### src/hdl/knn3_pkg.sv
// ----------------------------------------------------------------------------
// knn3_pkg
// Shared types and constants of the three-nearest-neighbor classifier.
// ----------------------------------------------------------------------------
package knn3_pkg;

  localparam int FEATURE_BITS = 16;
  localparam int CLASS_BITS   = 8;
  localparam int SQ_BITS      = 2 * FEATURE_BITS;
  localparam int DIST_BITS    = 41;
  localparam int NUM_SLOTS    = 3;

  typedef logic signed [FEATURE_BITS-1:0] feat_t;
  typedef logic [SQ_BITS-1:0]             sq_t;
  typedef logic [DIST_BITS-1:0]           dist_t;
  typedef logic [CLASS_BITS-1:0]          class_t;

  localparam dist_t DIST_MAX = '1;

  typedef struct packed {
    logic fire;
    logic eop;
    logic eos;
  } nbr_ctl_t;

  typedef struct packed {
    logic   known;
    class_t cls;
  } vote_t;

endpackage

### src/hdl/knn3_sqdiff.sv
// ----------------------------------------------------------------------------
// knn3_sqdiff
// Squared difference of one query feature and one training feature.
// ----------------------------------------------------------------------------
module knn3_sqdiff
  import knn3_pkg::*;
(
  input  feat_t query_feature,
  input  feat_t train_feature,
  output sq_t   sq
);

  logic signed [FEATURE_BITS:0] diff;
  logic        [FEATURE_BITS:0] neg;
  logic        [FEATURE_BITS-1:0] mag;

  always_comb begin
    diff = $signed({query_feature[FEATURE_BITS-1], query_feature})
         - $signed({train_feature[FEATURE_BITS-1], train_feature});
    neg  = -diff;
    mag  = diff[FEATURE_BITS] ? neg[FEATURE_BITS-1:0] : diff[FEATURE_BITS-1:0];
    sq   = SQ_BITS'(mag) * SQ_BITS'(mag);
  end

endmodule

### src/hdl/knn3_nbr.sv
// ----------------------------------------------------------------------------
// knn3_nbr
// Saturating distance accumulator, sorted three-slot neighbor list and vote.
// ----------------------------------------------------------------------------
module knn3_nbr
  import knn3_pkg::*;
(
  input  logic     clk,
  input  logic     rst_n,
  input  nbr_ctl_t ctl,
  input  sq_t      sq,
  input  class_t   cls,
  output vote_t    vote
);

  dist_t  sum_r;
  dist_t  dist_r [NUM_SLOTS];
  class_t cls_r  [NUM_SLOTS];
  logic   fill_r [NUM_SLOTS];

  logic [DIST_BITS:0] sum_ext;
  dist_t              sum_acc;
  logic               lt [NUM_SLOTS];
  dist_t              dist_ins [NUM_SLOTS];
  class_t             cls_ins  [NUM_SLOTS];
  logic               fill_ins [NUM_SLOTS];
  logic               m02;
  logic               m12;
  logic               pick1;
  logic               pick_fill;
  class_t             pick_cls;

  always_comb begin
    sum_ext = {1'b0, sum_r} + (DIST_BITS+1)'(sq);
    sum_acc = (sum_ext >= {1'b0, DIST_MAX}) ? DIST_MAX : sum_ext[DIST_BITS-1:0];
    for (int i = 0; i < NUM_SLOTS; i++) begin
      lt[i] = sum_acc < dist_r[i];
    end

    // insert at first strictly farther slot, shift the rest down
    if (lt[0]) begin
      dist_ins[0] = sum_acc; cls_ins[0] = cls;      fill_ins[0] = 1'b1;
    end else begin
      dist_ins[0] = dist_r[0]; cls_ins[0] = cls_r[0]; fill_ins[0] = fill_r[0];
    end
    if (lt[0]) begin
      dist_ins[1] = dist_r[0]; cls_ins[1] = cls_r[0]; fill_ins[1] = fill_r[0];
    end else if (lt[1]) begin
      dist_ins[1] = sum_acc; cls_ins[1] = cls;      fill_ins[1] = 1'b1;
    end else begin
      dist_ins[1] = dist_r[1]; cls_ins[1] = cls_r[1]; fill_ins[1] = fill_r[1];
    end
    if (lt[0] || lt[1]) begin
      dist_ins[2] = dist_r[1]; cls_ins[2] = cls_r[1]; fill_ins[2] = fill_r[1];
    end else if (lt[2]) begin
      dist_ins[2] = sum_acc; cls_ins[2] = cls;      fill_ins[2] = 1'b1;
    end else begin
      dist_ins[2] = dist_r[2]; cls_ins[2] = cls_r[2]; fill_ins[2] = fill_r[2];
    end

    m02 = (!fill_ins[0] && !fill_ins[2])
       || (fill_ins[0] && fill_ins[2] && (cls_ins[0] == cls_ins[2]));
    m12 = (!fill_ins[1] && !fill_ins[2])
       || (fill_ins[1] && fill_ins[2] && (cls_ins[1] == cls_ins[2]));
    pick1     = !m02 && m12;
    pick_fill = pick1 ? fill_ins[1] : fill_ins[0];
    pick_cls  = pick1 ? cls_ins[1]  : cls_ins[0];

    vote.known = pick_fill;
    vote.cls   = pick_fill ? pick_cls : '0;
  end

  always_ff @(posedge clk) begin
    if (!rst_n) begin
      sum_r <= '0;
      for (int i = 0; i < NUM_SLOTS; i++) begin
        dist_r[i] <= DIST_MAX;
        cls_r[i]  <= '0;
        fill_r[i] <= 1'b0;
      end
    end else if (ctl.fire) begin
      if (ctl.eos) begin
        // clear for the next query
        sum_r <= '0;
        for (int i = 0; i < NUM_SLOTS; i++) begin
          dist_r[i] <= DIST_MAX;
          cls_r[i]  <= '0;
          fill_r[i] <= 1'b0;
        end
      end else if (ctl.eop) begin
        sum_r <= '0;
        for (int i = 0; i < NUM_SLOTS; i++) begin
          dist_r[i] <= dist_ins[i];
          cls_r[i]  <= cls_ins[i];
          fill_r[i] <= fill_ins[i];
        end
      end else begin
        sum_r <= sum_acc;
      end
    end
  end

endmodule

### src/hdl/knn3_euclidean_classifier_unit.sv
// ----------------------------------------------------------------------------
// knn3_euclidean_classifier_unit
// Streamed three-nearest-neighbor classifier on squared Euclidean distance.
// ----------------------------------------------------------------------------
//  Channel | Ports                                          | Transaction
//  --------+------------------------------------------------+--------------------
//  in      | in_valid/in_stall, features, class, end flags  | one feature pair
//  out     | out_valid/out_stall, predicted_class, known    | one vote per set
//
//  One transaction per cycle while in_stall is low; the end-of-set transaction
//  passes the input register, square register and result register in order.
//  The saturating accumulate, neighbor insert and vote share one stage.
//  Reset clears the pipeline valids, the neighbor list and the result valid.
//  in_stall rises only while an end-of-set item waits behind a stalled result.
// ----------------------------------------------------------------------------
module knn3_euclidean_classifier_unit
  import knn3_pkg::*;
(
  input  logic                          clk,
  input  logic                          rst_n,
  input  logic                          in_valid,
  output logic                          in_stall,
  input  logic signed [FEATURE_BITS-1:0] in_query_feature,
  input  logic signed [FEATURE_BITS-1:0] in_train_feature,
  input  logic [CLASS_BITS-1:0]         in_point_class,
  input  logic                          in_end_of_point,
  input  logic                          in_end_of_set,
  output logic                          out_valid,
  input  logic                          out_stall,
  output logic [CLASS_BITS-1:0]         out_predicted_class,
  output logic                          out_class_known
);

  logic   v1_r;
  feat_t  q1_r;
  feat_t  t1_r;
  class_t cls1_r;
  logic   eop1_r;
  logic   eos1_r;

  logic   v2_r;
  sq_t    sq2_r;
  class_t cls2_r;
  logic   eop2_r;
  logic   eos2_r;

  logic   out_valid_r;
  class_t out_cls_r;
  logic   out_known_r;

  sq_t      sq1;
  nbr_ctl_t ctl;
  vote_t    vote;
  logic     stall_last;
  logic     adv2;
  logic     en1;

  always_comb begin
    stall_last = v2_r && eos2_r && out_valid_r && out_stall;
    adv2       = !stall_last;
    en1        = !v1_r || adv2;
    ctl.fire   = v2_r && adv2;
    ctl.eop    = eop2_r;
    ctl.eos    = eos2_r;
  end

  knn3_sqdiff u_sqdiff (
    .query_feature (q1_r),
    .train_feature (t1_r),
    .sq            (sq1)
  );

  knn3_nbr u_nbr (
    .clk   (clk),
    .rst_n (rst_n),
    .ctl   (ctl),
    .sq    (sq2_r),
    .cls   (cls2_r),
    .vote  (vote)
  );

  always_ff @(posedge clk) begin
    if (!rst_n) begin
      v1_r        <= 1'b0;
      v2_r        <= 1'b0;
      out_valid_r <= 1'b0;
    end else begin
      if (en1) begin
        v1_r <= in_valid;
      end
      if (adv2) begin
        v2_r <= v1_r;
      end
      if (ctl.fire && eos2_r) begin
        out_valid_r <= 1'b1;
      end else if (out_valid_r && !out_stall) begin
        out_valid_r <= 1'b0;
      end
    end
  end

  always_ff @(posedge clk) begin
    if (en1) begin
      q1_r   <= in_query_feature;
      t1_r   <= in_train_feature;
      cls1_r <= in_point_class;
      eop1_r <= in_end_of_point;
      eos1_r <= in_end_of_set;
    end
    if (adv2) begin
      sq2_r  <= sq1;
      cls2_r <= cls1_r;
      eop2_r <= eop1_r;
      eos2_r <= eos1_r;
    end
    if (ctl.fire && eos2_r) begin
      out_cls_r   <= vote.cls;
      out_known_r <= vote.known;
    end
  end

  assign in_stall            = !en1;
  assign out_valid           = out_valid_r;
  assign out_predicted_class = out_cls_r;
  assign out_class_known     = out_known_r;

endmodule

### config.mk
export PLATFORM = sky130hd
export DESIGN_NAME = knn3_euclidean_classifier_unit
export DESIGN_NICKNAME = d
export VERILOG_FILES = /design/src/hdl/knn3_pkg.sv /design/src/hdl/knn3_sqdiff.sv /design/src/hdl/knn3_nbr.sv /design/src/hdl/knn3_euclidean_classifier_unit.sv
export SDC_FILE = /design/constraint.sdc
export NUM_CORES = 1
export LEC_CHECK = 0
export BUFFER_PORTS_ARGS = -buffer_cell sky130_fd_sc_hd__buf_2
export CAP_MARGIN = 20
export CORE_MARGIN = 3
export CORE_UTILIZATION = 37
export DETAILED_ROUTE_END_ITERATION = 10
export REMOVE_ABC_BUFFERS = 1
export SLEW_MARGIN = 30
export SYNTH_ARGS = -nofsm -noshare
export SYNTH_HDL_FRONTEND = slang
export SYNTH_HIERARCHICAL = 1
export SYNTH_SLANG_ARGS = --single-unit
export TNS_END_PERCENT = 1
### constraint.sdc
create_clock -name clk -period 11.5 [get_ports clk]
set_clock_uncertainty 0.2 [all_clocks]
set_input_delay 0.575 -clock clk [delete_from_list [all_inputs] [get_ports clk]]
set_output_delay 0.575 -clock clk [all_outputs]
set_load 0.05 [all_outputs]
# == Yosys cells after proc, flatten, opt, wreduce, memory -nomap -nowiden ==
# Memories as Yosys holds them, arrays and structs flattened.
# Index checks and enable logic that the tools add are counted.
# totals
ff_bits,137
ramBits,150
out_inout_bits,11
memories,3
# memory_table
memory,depth,word_bits,rd,rd_clocked_by_memory_dff,write_ports,line_no,text
u_nbr.dist_r,3,41,3,0,3,knn3_nbr.sv:17,dist_t dist_r [NUM_SLOTS];
u_nbr.cls_r,3,8,3,0,3,knn3_nbr.sv:18,class_t cls_r [NUM_SLOTS];
u_nbr.fill_r,3,1,3,0,3,knn3_nbr.sv:19,logic fill_r [NUM_SLOTS];
# classes
n_addsub,3
n_mul,1
order_cmp,4
eq_ne,2
muxes,51
bitwise,18
reduce_logical,26
# op_table
operator,n
41-bit 2-to-1 mux,14
41-bit less-than comparator,3
8-bit 2-to-1 mux,12
41-bit by 32-bit adder with 42-bit output,1
"42-bit by 41-bit >= comparator with 1-bit output, second input constant",1
16-bit by 16-bit multiplier with 32-bit output,1
1-bit 2-to-1 mux,24
1-bit OR,18
16-bit by 16-bit subtractor with 17-bit output,1
8-bit equality test,2
16-bit 2-to-1 mux,1
16-bit negation,1
1-bit logical AND,13
1-bit logical NOT,8
1-bit logical OR,4
2-bit nonzero test,1

# == Longest topological paths before layout ==
# logic_depth
ltp_word,12
ltp_mapped,37

# == Modules after synthesis ==
# Netlist, hierarchy kept.
# modules_own_cells
module,instances,cells_each,area_per_inst_um2
knn3_nbr,1,1597,14059.7
knn3_sqdiff,1,1003,8618.3
knn3_euclidean_classifier_unit,1,109,2929.1

# == Worst setup path before layout ==
# Ideal clock, no wire load.
# synth_timing
kind,reg2reg
startpoint,reg q1_r[10]
endpoint,reg sq2_r[31] (data pin)
setup_ns,0.269
arrival_ns,8.652
path_slack_ns,2.379
stages_incl_launch_ff,32
path_cell_list,edfxtp_1 -> ha_1 -> a21o_1 -> a211o_1 -> or3_1 -> o21a_1 -> a2111oi_2 -> a21oi_2 -> buf_6 -> a21oi_2 -> xnor2_2 -> clkinv_1 -> nand2_2 -> fa_1 -> fa_1 -> inv_1 -> fa_1 -> fa_1 -> fa_1 -> inv_1 -> fa_1 -> inv_1 -> ha_1 -> a21o_1 -> a41oi_1 -> o21ai_0 -> a2111oi_0 -> o211ai_1 -> nand2_1 -> o31a_1 -> o21ai_0 -> xor3_1
# synth_via
elab_chain_cells,4
# synth_rtl
element,line_no,text
from (decl),knn3_euclidean_classifier_unit.sv:35,feat_t q1_r;
from (signal assigned),knn3_euclidean_classifier_unit.sv:104,q1_r <= in_query_feature;
16-bit by 16-bit subtractor with 17-bit output (*),knn3_sqdiff.sv:19,"- $signed({train_feature[FEATURE_BITS-1], train_feature});"
16-bit negation,knn3_sqdiff.sv:20,neg = -diff;
16-bit 2-to-1 mux (*),knn3_sqdiff.sv:21,mag = diff[FEATURE_BITS] ? neg[FEATURE_BITS-1:0] : diff[FEATURE_BITS-1:0];
16-bit by 16-bit multiplier with 32-bit output (*),knn3_sqdiff.sv:22,sq = SQ_BITS'(mag) * SQ_BITS'(mag);
named net sq1[31],knn3_euclidean_classifier_unit.sv:51,sq_t sq1;
to (signal assigned),knn3_euclidean_classifier_unit.sv:111,sq2_r <= sq1;
to (decl),knn3_euclidean_classifier_unit.sv:42,sq_t sq2_r;
# The timed path passes the listed nets; every way through them passes the cells marked *.
# A chain may end at the register's enable or synchronous reset.

# == Worst setup path in the final report ==
# layout_timing
startpoint,reg t1_r[0]
endpoint,reg sq2_r[31] (data pin)
# layout_via
elab_chain_cells,4
# layout_rtl
element,line_no,text
from (decl),knn3_euclidean_classifier_unit.sv:36,feat_t t1_r;
from (signal assigned),knn3_euclidean_classifier_unit.sv:105,t1_r <= in_train_feature;
16-bit by 16-bit subtractor with 17-bit output (*),knn3_sqdiff.sv:19,
16-bit negation,knn3_sqdiff.sv:20,
16-bit 2-to-1 mux (*),knn3_sqdiff.sv:21,
16-bit by 16-bit multiplier with 32-bit output (*),knn3_sqdiff.sv:22,
named net sq1[31],knn3_euclidean_classifier_unit.sv:51,
# Marked as above.

==> reports/metrics.cfg <==
[run_status]
outcome = finished, final reports clean

[critical_path]
cp_common_cell = fa_1
worstPathMaxFanout = 16
critPathBufInv = 4
worstPathArrival_ns = 10.63
critical-path-top-delay-family = adder cells
slowest_delay_ns = 0.87
cpMaxStageDelayCell = a2111oi_0
path_class = reg -> reg
endpoint_kind = register
critPathLaunchType = register
crit_required_ns = 11.59

[layout]
drive_gt1_share_pct = 8.18
fin_nets = 3247
num_antenna_cells = 0
synthToLayoutAreaGrowth_pct = 11.5
nFillCells = 6576

[global_route]
grt_max_degree = 77
grt_usage_pct = 18.3
antenna_found_initial = 0
overflow = 0
grt.met1_usage_pct = 22.5
busiest_layer = met2
grt_pass1_vias = 20200
use_met3_pct = 2.28
met2_usage_pct = 32.7
grt_pass1_wl_um = 106000

[floorplan]
rows = 95
initial_core_util_pct = 37.7
fp.dieH_um = 269
ioPinCount = 57
dieArea_um2 = 72400
coreArea_um2 = 67900
die_x_um = 269

[clocking]
clk_path_buf_depth = 3
clk_latency_ns = 0.58
cts_setup_buffers = 0
clock_sinks = 287
cts_buffers = 37
cts_tree = done
h-tree-depth = 2
cts_root_buffer = clkbuf_16
path_clk_slew_ns = 0.06

[drt]
wirelength_um = 65500
via_per_inst = 5.24
dr.first_iter.drc_count = 1312
drtAntennaViolNets = 0
vias = 19500
drc = 0
wl_per_cell_um = 17.6
firstDrtPassIters = 5

[sta]
tightest_slew_ns = 0.950
rsz0062_at_grt = false
whs_ns = 0.0912
fin_crit_ns = 10.54
setup_viol = 0
fin_crit_sh_pct = 91.6
clock.fmax_mhz = 94.9
setup_tns_ns = 0
finalMaxSlewViolations = 0
final.setup.worst_slack_ns = 0.962
hold_viol = 0
slew_headroom_pct = 36.3

[synth]
yosysWarningCount = 6
synth_edf_count = 243
syn_area_per_cell_um2 = 9.45
netlist_area_um2 = 25600
synthCells = 2709
synth.most_common_cell = inv_1
synth_common_cells = 404 x inv_1, 262 x ha_1, 257 x nand2_1, 252 x nor2_1, 243 x edfxtp_1
synth-seq-cells = 287
synthArstFlopShare_pct = 0
yosys.area.top_type = edfxtp_1
seq_area_frac_synth_pct = 31.9
synth.area.top_cells = edfxtp_1 28%, fa_1 13%, ha_1 13%
synthFlopType = edfxtp_1
yosysUniqueCellTypes = 108
synth.top_cell.area_share_pct = 28.5

[placement]
gp_congestion = 0.889
dp_hpwl_um = 50500
io_buffers = 56
post-place-ws_ns = 1.06

[worst_hold_path]
hold_path_class = in -> reg

[run]
max_cap_violations = 0

[flip-flops by register name (all words and copies together) (netlist names)]
register             flops
out_predicted_class      8
cls2_r                   8
sq2_r                   32
u_nbr/cls_r             24
q1_r                    16
v2_r                     1
v1_r                     1
u_nbr/dist_r           123
eos1_r                   1
cls1_r                   8
t1_r                    16
eop2_r                   1
u_nbr/sum_r             41
out_class_known          1
eop1_r                   1
eos2_r                   1
out_valid                1
u_nbr/fill_r             3
[worst paths after layout]
kind	cells after the start	slack [ns]	endpoint	start
setup / recovery	31	0.96	sq2_r[31]$_DFFE_PN_	t1_r[0]$_DFFE_PN_
hold / removal	3	0.09	out_valid$_SDFFE_PN0P_	out_stall
setup reg to reg	31	0.96	sq2_r[31]$_DFFE_PN_	t1_r[0]$_DFFE_PN_
hold reg to reg	0	0.22	cls2_r[6]$_DFFE_PN_	cls1_r[6]$_DFFE_PN_
[per-layer routing]
metal	routed length (µm)	part of all wire (%)
met1	27900	43
met2	32600	50
met3	2690	4.1
met4	2340	3.6
met5	0	0
[layout by cell type, fill, tap and decap left out, drive strengths merged, types with 15 or more instances in the layout]
master,count
inv,419
ha,262
nand2,260
nor2,252
edfxtp,243
fa,168
a21oi,150
o21ai,115
buf,78
xnor2,68
clkbuf,51
nand3,48
a21o,45
dfxtp,44
dlygate4sd3,43
xor2,43
o211ai,40
nor2b,34
nand4,32
and2,30
nor3,29
a211oi,26
o21a,18
a22oi,18
nor4,17
a31oi,17
a22o,16
or2,15
[cell families (layout without fill, tap and decap cells)]
logic type / after synthesis / after routing / synth area share, %
multiplexers: 17 / 17 / 0.679
flip-flops: 287 / 287 / 31.9
AO/OA/AOI/OAI: 569 / 569 / 15.1
adder cells (fa/ha/maj): 430 / 430 / 25.9
XOR/XNOR: 112 / 112 / 4.48
other: 1 / 1 / 0.0146
buffers and inverters: 517 / 608 / 7.89
AND/OR/NAND/NOR: 776 / 776 / 14.0
[worst min-delay path, stage by stage]
cell and delay [ns]:
buf_2 0.12, nand2_1 0.05, a21boi_0 0.07
[metrics by stage]
stage	cell area (µm²)	cells	util (%)
2_1_floorplan	25200	2611	-
4_1_cts	28600	3721	42.1
6_report	28600	3721	42.1
3_5_place_dp	26800	3610	39.6
5_1_grt	28600	3721	42.1
3_3_place_gp	26800	3610	39.5
[final cells by class]
| class | count | area (µm²) | share of cell area (%) |
|---|---|---|---|
| Inverter | 419 | 1580 | 5.52 |
| Multi-Input combinational cell | 1905 | 15500 | 54.3 |
| Clock buffer | 51 | 1060 | 3.71 |
| Sequential cell | 287 | 8180 | 28.6 |
| Clock inverter | 17 | 221 | 0.775 |
| Timing Repair Buffer | 121 | 876 | 3.07 |
| Tap cell | 921 | 1150 | 4.04 |
[what timing repair did]
action | in CTS | in global routing
resized for setup | 0 | 0
hold buffers | 43 | 0
hold endpoints to repair | 43 | 0
Power is left out: the tool's default activity adds up to more than one toggle a clock period on the data nets, which glitch-free logic cannot reach.
